==> src/rtl/core/b64e_pkg.sv <==
// Shared types, constants and the character map of the base64 stream encoder.
`timescale 1ns / 1ps
package b64e_pkg;

  localparam int unsigned CapW  = 13;
  localparam int unsigned CntW  = 13;
  localparam logic [CapW-1:0] CapReset = 13'd96;
  localparam logic [CntW:0]   Margin   = 14'd5;
  localparam logic [7:0]      PadChar  = 8'h3D;
  localparam int unsigned QueueDepth = 2;

  typedef struct packed {
    logic [7:0] data_byte;
    logic       message_end;
  } in_item_t;

  typedef struct packed {
    logic [7:0]      out_char;
    logic            char_valid;
    logic            run_last;
    logic            message_last;
    logic [CntW-1:0] emitted_count;
  } out_item_t;

  // One closed group handed from the front to the back.
  typedef struct packed {
    logic [23:0]     word;       // bytes left-aligned, first byte on top
    logic [1:0]      nbytes;     // 1..3 real bytes in the group
    logic            emit;       // 0 means end marker only
    logic            last;       // group closes the message
    logic [CntW-1:0] base_count; // characters emitted before this group
  } job_t;

  // Maps a six-bit value to its character in the standard alphabet.
  function automatic logic [7:0] b64_char(input logic [5:0] sextet);
    logic [7:0] s;
    s = {2'b00, sextet};
    if (sextet < 6'd26) begin
      b64_char = 8'h41 + s;
    end else if (sextet < 6'd52) begin
      b64_char = 8'h61 + (s - 8'd26);
    end else if (sextet < 6'd62) begin
      b64_char = 8'h30 + (s - 8'd52);
    end else if (sextet == 6'd62) begin
      b64_char = 8'h2B;
    end else begin
      b64_char = 8'h2F;
    end
  endfunction

endpackage

==> src/rtl/core/b64e_front.sv <==
// Front end: collects bytes into groups, applies the capacity check and issues jobs.
`timescale 1ns / 1ps
module b64e_front (
  input  logic               clk,
  input  logic               rst_n,
  input  logic               cfg_valid,
  input  logic [b64e_pkg::CapW-1:0] cfg_data,
  input  logic               in_valid,
  input  b64e_pkg::in_item_t in_data,
  output logic               in_ready,
  input  logic               q_full,
  output logic               q_push,
  output b64e_pkg::job_t     q_job
);
  import b64e_pkg::*;

  logic [CapW-1:0] cap_r;
  logic [15:0]     pend_r, pend_nxt;
  logic [1:0]      pcnt_r, pcnt_nxt;
  logic [CntW-1:0] cnt_r, cnt_nxt;
  logic            drop_r, drop_nxt;
  logic            accept, closes, emit;
  logic [1:0]      nb;
  logic [23:0]     aligned;

  assign in_ready = !q_full;
  assign accept   = in_valid && in_ready;

  always_comb begin
    nb = (pcnt_r == 2'd3) ? 2'd3 : pcnt_r + 2'd1;
    closes = (nb == 2'd3) || in_data.message_end;
    case (nb)
      2'd1:    aligned = {in_data.data_byte, 16'h0000};
      2'd2:    aligned = {pend_r[7:0], in_data.data_byte, 8'h00};
      default: aligned = {pend_r, in_data.data_byte};
    endcase
    emit = !drop_r && (({1'b0, cnt_r} + Margin) < {1'b0, cap_r});

    pend_nxt = pend_r;
    pcnt_nxt = pcnt_r;
    cnt_nxt  = cnt_r;
    drop_nxt = drop_r;
    q_push   = 1'b0;
    if (accept) begin
      if (!closes) begin
        pend_nxt = {pend_r[7:0], in_data.data_byte};
        pcnt_nxt = nb;
      end else begin
        pend_nxt = '0;
        pcnt_nxt = '0;
        q_push   = emit || in_data.message_end;
        if (emit) begin
          cnt_nxt = cnt_r + CntW'(4);
        end else begin
          drop_nxt = 1'b1;
        end
        if (in_data.message_end) begin
          cnt_nxt  = '0;
          drop_nxt = 1'b0;
        end
      end
    end

    q_job.word       = aligned;
    q_job.nbytes     = nb;
    q_job.emit       = emit;
    q_job.last       = in_data.message_end;
    q_job.base_count = cnt_r;
  end

  always_ff @(posedge clk) begin
    if (!rst_n) begin
      cap_r  <= CapReset;
      pend_r <= '0;
      pcnt_r <= '0;
      cnt_r  <= '0;
      drop_r <= 1'b0;
    end else begin
      if (cfg_valid) begin
        cap_r <= cfg_data;
      end
      pend_r <= pend_nxt;
      pcnt_r <= pcnt_nxt;
      cnt_r  <= cnt_nxt;
      drop_r <= drop_nxt;
    end
  end

endmodule

==> src/rtl/core/b64e_queue.sv <==
// Two-entry job queue between the front end and the character emitter.
`timescale 1ns / 1ps
module b64e_queue (
  input  logic           clk,
  input  logic           rst_n,
  input  logic           push,
  input  b64e_pkg::job_t push_job,
  output logic           full,
  input  logic           pop,
  output logic           head_valid,
  output b64e_pkg::job_t head_job
);
  import b64e_pkg::*;

  job_t       mem_r [QueueDepth];
  logic       wr_ptr_r, rd_ptr_r;
  logic [1:0] count_r;

  assign full       = (count_r == 2'(QueueDepth));
  assign head_valid = (count_r != 2'd0);
  assign head_job   = mem_r[rd_ptr_r];

  always_ff @(posedge clk) begin
    if (push) begin
      mem_r[wr_ptr_r] <= push_job;
    end
  end

  always_ff @(posedge clk) begin
    if (!rst_n) begin
      wr_ptr_r <= 1'b0;
      rd_ptr_r <= 1'b0;
      count_r  <= '0;
    end else begin
      if (push) begin
        wr_ptr_r <= !wr_ptr_r;
      end
      if (pop) begin
        rd_ptr_r <= !rd_ptr_r;
      end
      case ({push, pop})
        2'b10:   count_r <= count_r + 2'd1;
        2'b01:   count_r <= count_r - 2'd1;
        default: count_r <= count_r;
      endcase
    end
  end

endmodule

==> src/rtl/core/b64e_back.sv <==
// Back end: registers each job's characters or end marker, one per unstalled cycle.
`timescale 1ns / 1ps
module b64e_back (
  input  logic                clk,
  input  logic                rst_n,
  input  logic                head_valid,
  input  b64e_pkg::job_t      head_job,
  output logic                pop,
  output logic                out_valid,
  input  logic                out_ready,
  output b64e_pkg::out_item_t out_data
);
  import b64e_pkg::*;

  logic [1:0] idx_r;
  logic       out_valid_r;
  out_item_t  out_r, item;
  logic       load, final_res;
  logic [5:0] sextet;
  logic       pad;

  assign load      = head_valid && (!out_valid_r || out_ready);
  assign final_res = !head_job.emit || (idx_r == 2'd3);
  assign pop       = load && final_res;
  assign out_valid = out_valid_r;
  assign out_data  = out_r;

  always_comb begin
    case (idx_r)
      2'd0:    sextet = head_job.word[23:18];
      2'd1:    sextet = head_job.word[17:12];
      2'd2:    sextet = head_job.word[11:6];
      default: sextet = head_job.word[5:0];
    endcase
    pad = ((idx_r == 2'd2) && (head_job.nbytes < 2'd2)) ||
          ((idx_r == 2'd3) && (head_job.nbytes < 2'd3));
    if (head_job.emit) begin
      item.out_char      = pad ? PadChar : b64_char(sextet);
      item.char_valid    = 1'b1;
      item.emitted_count = head_job.base_count + CntW'(idx_r) + CntW'(1);
    end else begin
      item.out_char      = 8'h00;
      item.char_valid    = 1'b0;
      item.emitted_count = head_job.base_count;
    end
    item.run_last     = final_res;
    item.message_last = final_res && head_job.last;
  end

  always_ff @(posedge clk) begin
    if (load) begin
      out_r <= item;
    end
  end

  always_ff @(posedge clk) begin
    if (!rst_n) begin
      out_valid_r <= 1'b0;
      idx_r       <= '0;
    end else begin
      if (load) begin
        out_valid_r <= 1'b1;
        idx_r       <= final_res ? 2'd0 : idx_r + 2'd1;
      end else if (out_ready) begin
        out_valid_r <= 1'b0;
      end
    end
  end

endmodule

==> src/rtl/core/base64_stream_encoder.sv <==
// A group-closing byte is written into the queue as a job when it is accepted; the
// emitter then loads its first character from the queue head into the output register.
// The emitter writes one character per cycle while the receiver takes them, and so sets
// the sustained input rate, since each group of three bytes yields four characters.
// Bytes that only fill the holding register are taken every cycle while the queue has room.
// Reset (rst_n, synchronous, active low) empties the queue and output register,
// clears the holding register and message counters, and sets capacity to 96.
`timescale 1ns / 1ps
module base64_stream_encoder (
  input  logic                clk,
  input  logic                rst_n,
  input  logic                cfg_valid,
  output logic                cfg_ready,
  input  logic [b64e_pkg::CapW-1:0] cfg_data,
  input  logic                in_valid,
  output logic                in_ready,
  input  b64e_pkg::in_item_t  in_data,
  output logic                out_valid,
  input  logic                out_ready,
  output b64e_pkg::out_item_t out_data
);
  import b64e_pkg::*;

  // Capacity register always writable; the user must change it only while idle.
  assign cfg_ready = 1'b1;

  logic q_full, q_push, q_pop, q_head_valid;
  job_t q_job, q_head;

  // The front end accepts a byte every cycle while the queue has room. A byte that
  // closes a group (third byte or message end) is checked against the capacity; a kept
  // group becomes a job of four characters, a dropped final group an end marker job.
  b64e_front u_front (
    .clk       (clk),
    .rst_n     (rst_n),
    .cfg_valid (cfg_valid),
    .cfg_data  (cfg_data),
    .in_valid  (in_valid),
    .in_data   (in_data),
    .in_ready  (in_ready),
    .q_full    (q_full),
    .q_push    (q_push),
    .q_job     (q_job)
  );

  // The queue lets the front keep taking bytes while the emitter is busy or stalled.
  b64e_queue u_queue (
    .clk        (clk),
    .rst_n      (rst_n),
    .push       (q_push),
    .push_job   (q_job),
    .full       (q_full),
    .pop        (q_pop),
    .head_valid (q_head_valid),
    .head_job   (q_head)
  );

  // While the output is not stalled, the emitter walks each job and writes one result
  // transaction per cycle into the output register, refilled in the same cycle it drains.
  b64e_back u_back (
    .clk        (clk),
    .rst_n      (rst_n),
    .head_valid (q_head_valid),
    .head_job   (q_head),
    .pop        (q_pop),
    .out_valid  (out_valid),
    .out_ready  (out_ready),
    .out_data   (out_data)
  );

`ifndef NO_ASSERTIONS
  // The end of a message always closes the run of its transaction.
  a_msg_last_run_last: assert property (@(posedge clk) disable iff (!rst_n)
    out_valid && out_data.message_last |-> out_data.run_last)
    else $error("message_last without run_last");

  // An end marker only ever appears as the last result of a message.
  a_marker_is_last: assert property (@(posedge clk) disable iff (!rst_n)
    out_valid && !out_data.char_valid |-> out_data.message_last)
    else $error("end marker not at message end");

  // A character result always counts itself.
  a_count_nonzero: assert property (@(posedge clk) disable iff (!rst_n)
    out_valid && out_data.char_valid |-> out_data.emitted_count != '0)
    else $error("character with zero emitted count");

  // A popped job must have been present in the queue.
  a_pop_has_head: assert property (@(posedge clk) disable iff (!rst_n)
    q_pop |-> q_head_valid)
    else $error("queue popped while empty");
`endif

endmodule

==> config.mk <==
export PLATFORM = sky130hd
export DESIGN_NAME = base64_stream_encoder
export DESIGN_NICKNAME = d
export VERILOG_FILES = /design/src/rtl/core/b64e_pkg.sv /design/src/rtl/core/b64e_front.sv /design/src/rtl/core/b64e_queue.sv /design/src/rtl/core/b64e_back.sv /design/src/rtl/core/base64_stream_encoder.sv
export SDC_FILE = /design/constraint.sdc
export NUM_CORES = 1
export LEC_CHECK = 0
export BUFFER_PORTS_ARGS = -buffer_cell sky130_fd_sc_hd__buf_2
export CORE_ASPECT_RATIO = 0.75
export CORE_MARGIN = 4
export CORE_UTILIZATION = 40
export CTS_BUF_LIST = sky130_fd_sc_hd__clkbuf_16
export DETAILED_ROUTE_END_ITERATION = 10
export PLACE_DENSITY_LB_ADDON = 0.12
export SYNTH_ARGS = -nofsm -noshare
export SYNTH_HDL_FRONTEND = slang
export SYNTH_SLANG_ARGS = --single-unit
==> constraint.sdc <==
create_clock -name clk -period 4.5 [get_ports clk]
set_clock_uncertainty 0.05 [all_clocks]
set_input_delay 0.675 -clock clk [delete_from_list [all_inputs] [get_ports clk]]
set_output_delay 0.675 -clock clk [all_outputs]
set_load 0.01 [all_outputs]
==> flow_summary.toml, run 1 <==
[status]
status = "complete, no violations"

[global_routing]
grt_busiest_layer = "met1"
grtUsageMet2_pct = 20.8
grtUsageTotal_pct = 15.4
use_met3_pct = 4.05
grt_max_degree = 44
antenna_found_initial = 0
grt_pass1_vias = 4924
grt_pass1_wl_um = 25400
grt_overflow = 0
use_met1_pct = 24.1

[sta]
rsz0062_at_grt = "no"
fin_crit_ns = 4.14
tightest_slew_ns = 1.28
tns_ns = 0
min_period_over_period_pct = 92.0
slew_headroom_pct = 14.6
drv_slew = 0
setup_viol = 0
finalHoldViolations = 0
fmax_mhz = 242

[worst_setup_path]
path_buf_inv = 0
crit_fanout = 7
cp.arrival_ns = 4.43
cp-start-kind = "register"
worstPathCellList = "ha_1 > nand3_1 > or2_2 > nor2_1 > nand3_1 > xnor2_1 > ha_1 > a311oi_2 > a32oi_1 > and2_1 > ha_1 > or3_1 > a21boi_0"
crit_family = "simple AND/OR/NAND/NOR gates"
worstSetupEndpointType = "register"
slowest_delay_ns = 0.51
cpMostUsedCell = "ha_1"
crit_slowest_cell = "a311oi_2"
critPathRequiredTime_ns = 4.79
worstSetupPathType = "reg -> reg"

[synth]
ys_ff_latch = 152
syn-num-nets = 705
ys.warnings.count = 0
syn_area_um2 = 7440
syn_inst = 648
yosysSeqAreaShare_pct = 54.6
avgSynthCellArea_um2 = 11.5
ys_async_sr_fraction_pct = 0
synth_flop_cell = "edfxtp_1"
synth.distinct_cells = 70
synth_edf_count = 102

[cells_and_area]
final_nets = 751
multi_input_area_um2 = 3100
post-route-util_pct = 47.2
regArea_um2 = 4060
drive_above_1_share_pct = 15.8
syn_to_final_growth_pct = 13.9
diodes = 0
nFillCells = 1690

[floorplanning]
io_pins = 54
fp.coreArea_um2 = 18000
start_util_pct = 41.4
dieWidth_um = 166
die_h_um = 126
rows = 42
die-area_um2 = 20900

[route]
ant_nets = 0
vias = 4941
wl_um = 15500
first_iter_violations = 226
first_pass_iters = 4
wl_per_cell_um = 16.3
vias_per_cell = 5.21
drc = 0

[clocking]
postCtsSetupRepairBufs = 0
clock-sinks = 152
cts_tree = "yes"
cts_buffers = 17
cts_resized = 0
clock_path_buffers = 2
cts-htree-levels = 4
ctsHoldBuffers = 0
cts.reportedPaths.clkPinSlew_ns = 0.06
clkLatencyLatePin_ns = 0.42
cts-root-buf = "clkbuf_16"

[power]
p_per_area_nw_per_um2 = 403
ir_drop_mv = 0.241
p_leak_uw = 0.00305

[place]
routabilityCongestion = 0.840
hpwl_um = 11000
portBuffers = 51

[hold_path]
hold_class = "reg -> reg"

[flow_run]
drv_cap = 0
[layout make-up]
type                    instances  area share (%)
flip-flops and latches        152            47.9
repair buffers                 59            4.01
clock inverters                15            1.52
well taps                     242            3.57
inverters                      30            1.33
clock buffers                  17            5.02
multi-input cells             434            36.6
[final timing paths]
kind	slack, ns	start	cells past startpoint	end
worst max-delay path	0.36	u_front.cnt_r[3]$_SDFFE_PN0P_	13	u_queue.count_r[1]$_SDFFE_PN0P_
worst min-delay path	0.41	u_front.pend_r[12]$_SDFFE_PN0P_	2	u_front.pend_r[12]$_SDFFE_PN0P_
worst max register to register	0.36	u_front.cnt_r[3]$_SDFFE_PN0P_	13	u_queue.count_r[1]$_SDFFE_PN0P_
worst min register to register	0.41	u_front.pend_r[12]$_SDFFE_PN0P_	2	u_front.pend_r[12]$_SDFFE_PN0P_
[registers in the layout, indices dropped and copies added (netlist names), named ones only]
signal / count
u_queue.mem_r: 78
u_back.out_data: 24
u_front.pend_r: 16
u_front.cap_r: 12
u_front.cnt_r: 11
u_back.idx_r: 2
u_front.pcnt_r: 2
u_queue.count_r: 2
u_back.out_valid: 1
u_front.drop_r: 1
u_queue.rd_ptr_r: 1
u_queue.wr_ptr_r: 1
[layout by cell type, fill, tap and decap left out, types with 21 or more instances in the layout]
master / n
mux2i_1: 37
buf_2: 51
dfxtp_1: 50
ha_1: 30
nand2_1: 66
edfxtp_1: 102
nor2b_1: 24
nand3_1: 37
inv_1: 30
o21ai_0: 21
[worst min-delay path, delay by kind of cell, from the launching register on]
kind,cells,cell delay [ns]
and+or+nand+nor,1,0.05
AOI/OAI and AO/OA,1,0.06
DFF,1,0.31
[cells in the mapped netlist, drive strengths merged, types with 2 or more instances]
master | instances | area (µm²)
or2 | 4 | 25.0
clkbuf | 16 | 60.1
a211oi | 3 | 35.0
or3 | 5 | 32.5
and2 | 18 | 113
a21oi | 16 | 80.1
o21a | 3 | 22.5
o32ai | 2 | 17.5
a222oi | 2 | 20.0
xnor2 | 17 | 149
o31a | 2 | 17.5
dfxtp | 50 | 1000
a21boi | 21 | 169
nor2b | 24 | 150
nor2 | 23 | 93.8
o31ai | 5 | 42.5
a311oi | 3 | 32.5
edfxtp | 102 | 3060
nand3 | 37 | 185
o211ai | 10 | 75.1
nand2 | 66 | 248
nor3 | 4 | 20.0
xor2 | 17 | 149
a32oi | 5 | 43.8
and3 | 5 | 37.5
a31oi | 4 | 25.0
o21ai | 21 | 105
mux2i | 38 | 384
inv | 30 | 113
nand4 | 3 | 33.8
a22o | 9 | 78.8
o41ai | 2 | 25.0
nor4 | 4 | 31.3
a32o | 3 | 30.0
ha | 30 | 375
nand3b | 2 | 15.0
a221oi | 2 | 23.8
nor4b | 2 | 17.5
nand2b | 3 | 26.3
buf | 16 | 118
a22oi | 9 | 72.6
[per-layer routing]
| metal | vias to the layer above | wire length, µm |
|---|---|---|
| met5 | - | 0 |
| met1 | 2357 | 8430 |
| li1 | 2462 | - |
| met4 | 0 | 195 |
| met2 | 105 | 6210 |
| met3 | 17 | 672 |
[through the flow]
step           cells  hold WS, ns  total power (µW)  setup slack (ns)  area [µm²]
2_1_floorplan    648        0.391              1990            -0.341        7440
3_3_place_gp     917        0.400              2110             0.523        7920
3_5_place_dp     917        0.407              2130             0.413        7920
4_1_cts          949        0.412              3450             0.389        8480
5_1_grt          949        0.429              3580           0.00921        8480
6_report         949        0.413              3410             0.360        8480
[kinds of logic after synthesis]
family / count (synthesis) / synth area share [%]
AND/OR/NAND/NOR: 204 / 14.3
other: 1 / 0.0504
multiplexers: 38 / 5.16
buffers and inverters: 62 / 3.90
flip-flops: 152 / 54.6
adder cells (fa/ha/maj): 30 / 5.04
AO/OA/AOI/OAI: 127 / 12.9
XOR/XNOR: 34 / 4.00
[where the power goes]
group	internal (µW)	leakage, µW	switching, µW
logic	190	0.00145	302
registers	1580	0.00135	30.5
clock network	759	0.000255	557
No activity file was read; power rests on OpenSTA's default activity.
==> inputs of run 2 (changes only) <==
CORE_UTILIZATION = 55   (was 40)
==> flow_summary.toml, run 2 (synthesis gave the netlist of run 1 again) <==
[status]
status = "complete, no violations"

[worst_setup_path]
rr_startpoint = "u_front.cnt_r[3]$_SDFFE_PN0P_"
r2r_end = "u_queue.count_r[1]$_SDFFE_PN0P_"
r2r_setup_slack_ns = 0.34
crit_fanout = 7
crit_end = "u_queue.count_r[1]$_SDFFE_PN0P_"
worstSetupPathType = "reg -> reg"
cp-start-kind = "register"
critPathRequiredTime_ns = 4.79
worstSetupEndpointType = "register"
reg2reg_depth = 13
cp.arrival_ns = 4.44
setup.worst_path.start = "u_front.cnt_r[3]$_SDFFE_PN0P_"

[place]
hpwl_um = 10200
dp.cells = 844
portBuffers = 51
routabilityCongestion = 0.874

[sta]
min_period_over_period_pct = 92.3
fin_crit_ns = 4.16
rsz0062_at_grt = "no"
fmax_mhz = 241
drv_slew = 0
tightest_slew_ns = 1.24
slew_headroom_pct = 16.8
setup_viol = 0
finalHoldViolations = 0

[cells_and_area]
post-route-util_pct = 64.0
nFillCells = 1038
diodes = 0
top_register = "u_queue.mem_r"
final_nets = 749
final_cell_mix = "edfxtp_1 (102), nand2_1 (66), buf_2 (51)"
largest_register_ffs = 78
mostFrequentLayoutCell = "edfxtp_1"
syn_to_final_growth_pct = 12.7
finalNonFillerCells = 876
drive_above_1_share_pct = 15.5

[floorplanning]
fp.coreArea_um2 = 13100
dieWidth_um = 142
rows = 36
die_h_um = 109
die-area_um2 = 15500
io_pins = 54
start_util_pct = 56.8

[global_routing]
grt_pass1_vias = 4745
grtUsageTotal_pct = 20.3
grt_pass1_wl_um = 24300
grt_overflow = 0
grt_max_degree = 44
antenna_found_initial = 0

[route]
first_iter_violations = 337
drc = 0
ant_nets = 0
wl_um = 14800
vias = 4996
first_pass_iters = 5
wl_per_cell_um = 16.9
vias_per_cell = 5.70

[power]
p_total_uw = 3450
p_leak_uw = 0.00307
ir_drop_mv = 0.284
p_per_area_nw_per_um2 = 411

[flow_run]
drv_cap = 0

[clocking]
ctsHoldBuffers = 0
clkLatencyLatePin_ns = 0.42
cts_tree = "yes"
postCtsSetupRepairBufs = 0
cts-root-buf = "clkbuf_16"
cts_resized = 0
cts_buffers = 17
clock-sinks = 152
clock_path_buffers = 2
cts-htree-levels = 4
cts.reportedPaths.clkPinSlew_ns = 0.06

[hold_path]
hold_class = "reg -> reg"
[run 2: cell types whose count changed in the layout (fill, tap and decap cells not counted)]
cell / delta
clkinvlp_4: -4
inv_1: +1
clkbuf_16: +1
clkinv_4: -1
inv_6: +3
buf_4: -2
[run 2: final cells by class]
type / instances / area, µm² / share of cell area (%)
Clock buffer: 18 / 450 / 5.37
Tap cell: 171 / 214 / 2.55
Timing Repair Buffer: 57 / 325 / 3.88
Multi-Input combinational cell: 434 / 3100 / 37.0
Clock inverter: 14 / 120 / 1.43
Sequential cell: 152 / 4060 / 48.4
Inverter: 30 / 113 / 1.34
[run 2: worst min-delay path by stage]
stage	cells past startpoint	slack, ns	endpoint	startpoint
2_1_floorplan	2	0.39	u_front.pend_r[14]$_SDFFE_PN0P_	u_front.pend_r[14]$_SDFFE_PN0P_
3_3_place_gp	2	0.40	u_front.pend_r[12]$_SDFFE_PN0P_	u_front.pend_r[12]$_SDFFE_PN0P_
3_5_place_dp	2	0.41	u_front.pend_r[12]$_SDFFE_PN0P_	u_front.pend_r[12]$_SDFFE_PN0P_
4_1_cts	3	0.40	u_front.cap_r[5]$_SDFFE_PN1P_	cfg_data[5]
5_1_grt	3	0.43	u_front.cap_r[5]$_SDFFE_PN1P_	cfg_data[5]
6_report	2	0.42	u_front.pend_r[13]$_SDFFE_PN0P_	u_front.pend_r[13]$_SDFFE_PN0P_
[run 2: worst max-delay path, stage by stage (launching register included)]
cell,delay (ns)
dfxtp_1,0.47
ha_1,0.26
nand3_1,0.16
or2_2,0.39
nor2_1,0.22
nand3_1,0.13
xnor2_1,0.18
ha_1,0.22
a311oi_2,0.55
a32oi_1,0.18
and2_1,0.33
ha_1,0.38
or3_1,0.37
a21boi_0,0.18
[run 2: stage by stage]
stage	hold slack [ns]	setup WS [ns]	area [µm²]	TNS, ns
finish	0.416	0.345	8390	0
detailed placement	0.408	0.406	7820	0
CTS	0.400	0.379	8390	0
floorplan	0.391	-0.341	7440	-26.63
global placement	0.400	0.532	7820	0
global route	0.427	0.127	8390	0
[run 2: per-layer routing]
| metal | global-route usage (%) | share of wire, % | up-vias |
|---|---|---|---|
| met4 | 6.45 | 1.3 | 0 |
| met3 | 5.04 | 7.0 | 17 |
| li1 | - | - | 2455 |
| met5 | 0 | 0 | - |
| met1 | 30.4 | 49 | 2355 |
| met2 | 29.1 | 42 | 169 |
[run 2: power by group]
part           leakage (µW)  internal [µW]  switching (µW)
clock              0.000282            795             567
combinational       0.00144            190             293
sequential          0.00135           1580            31.1
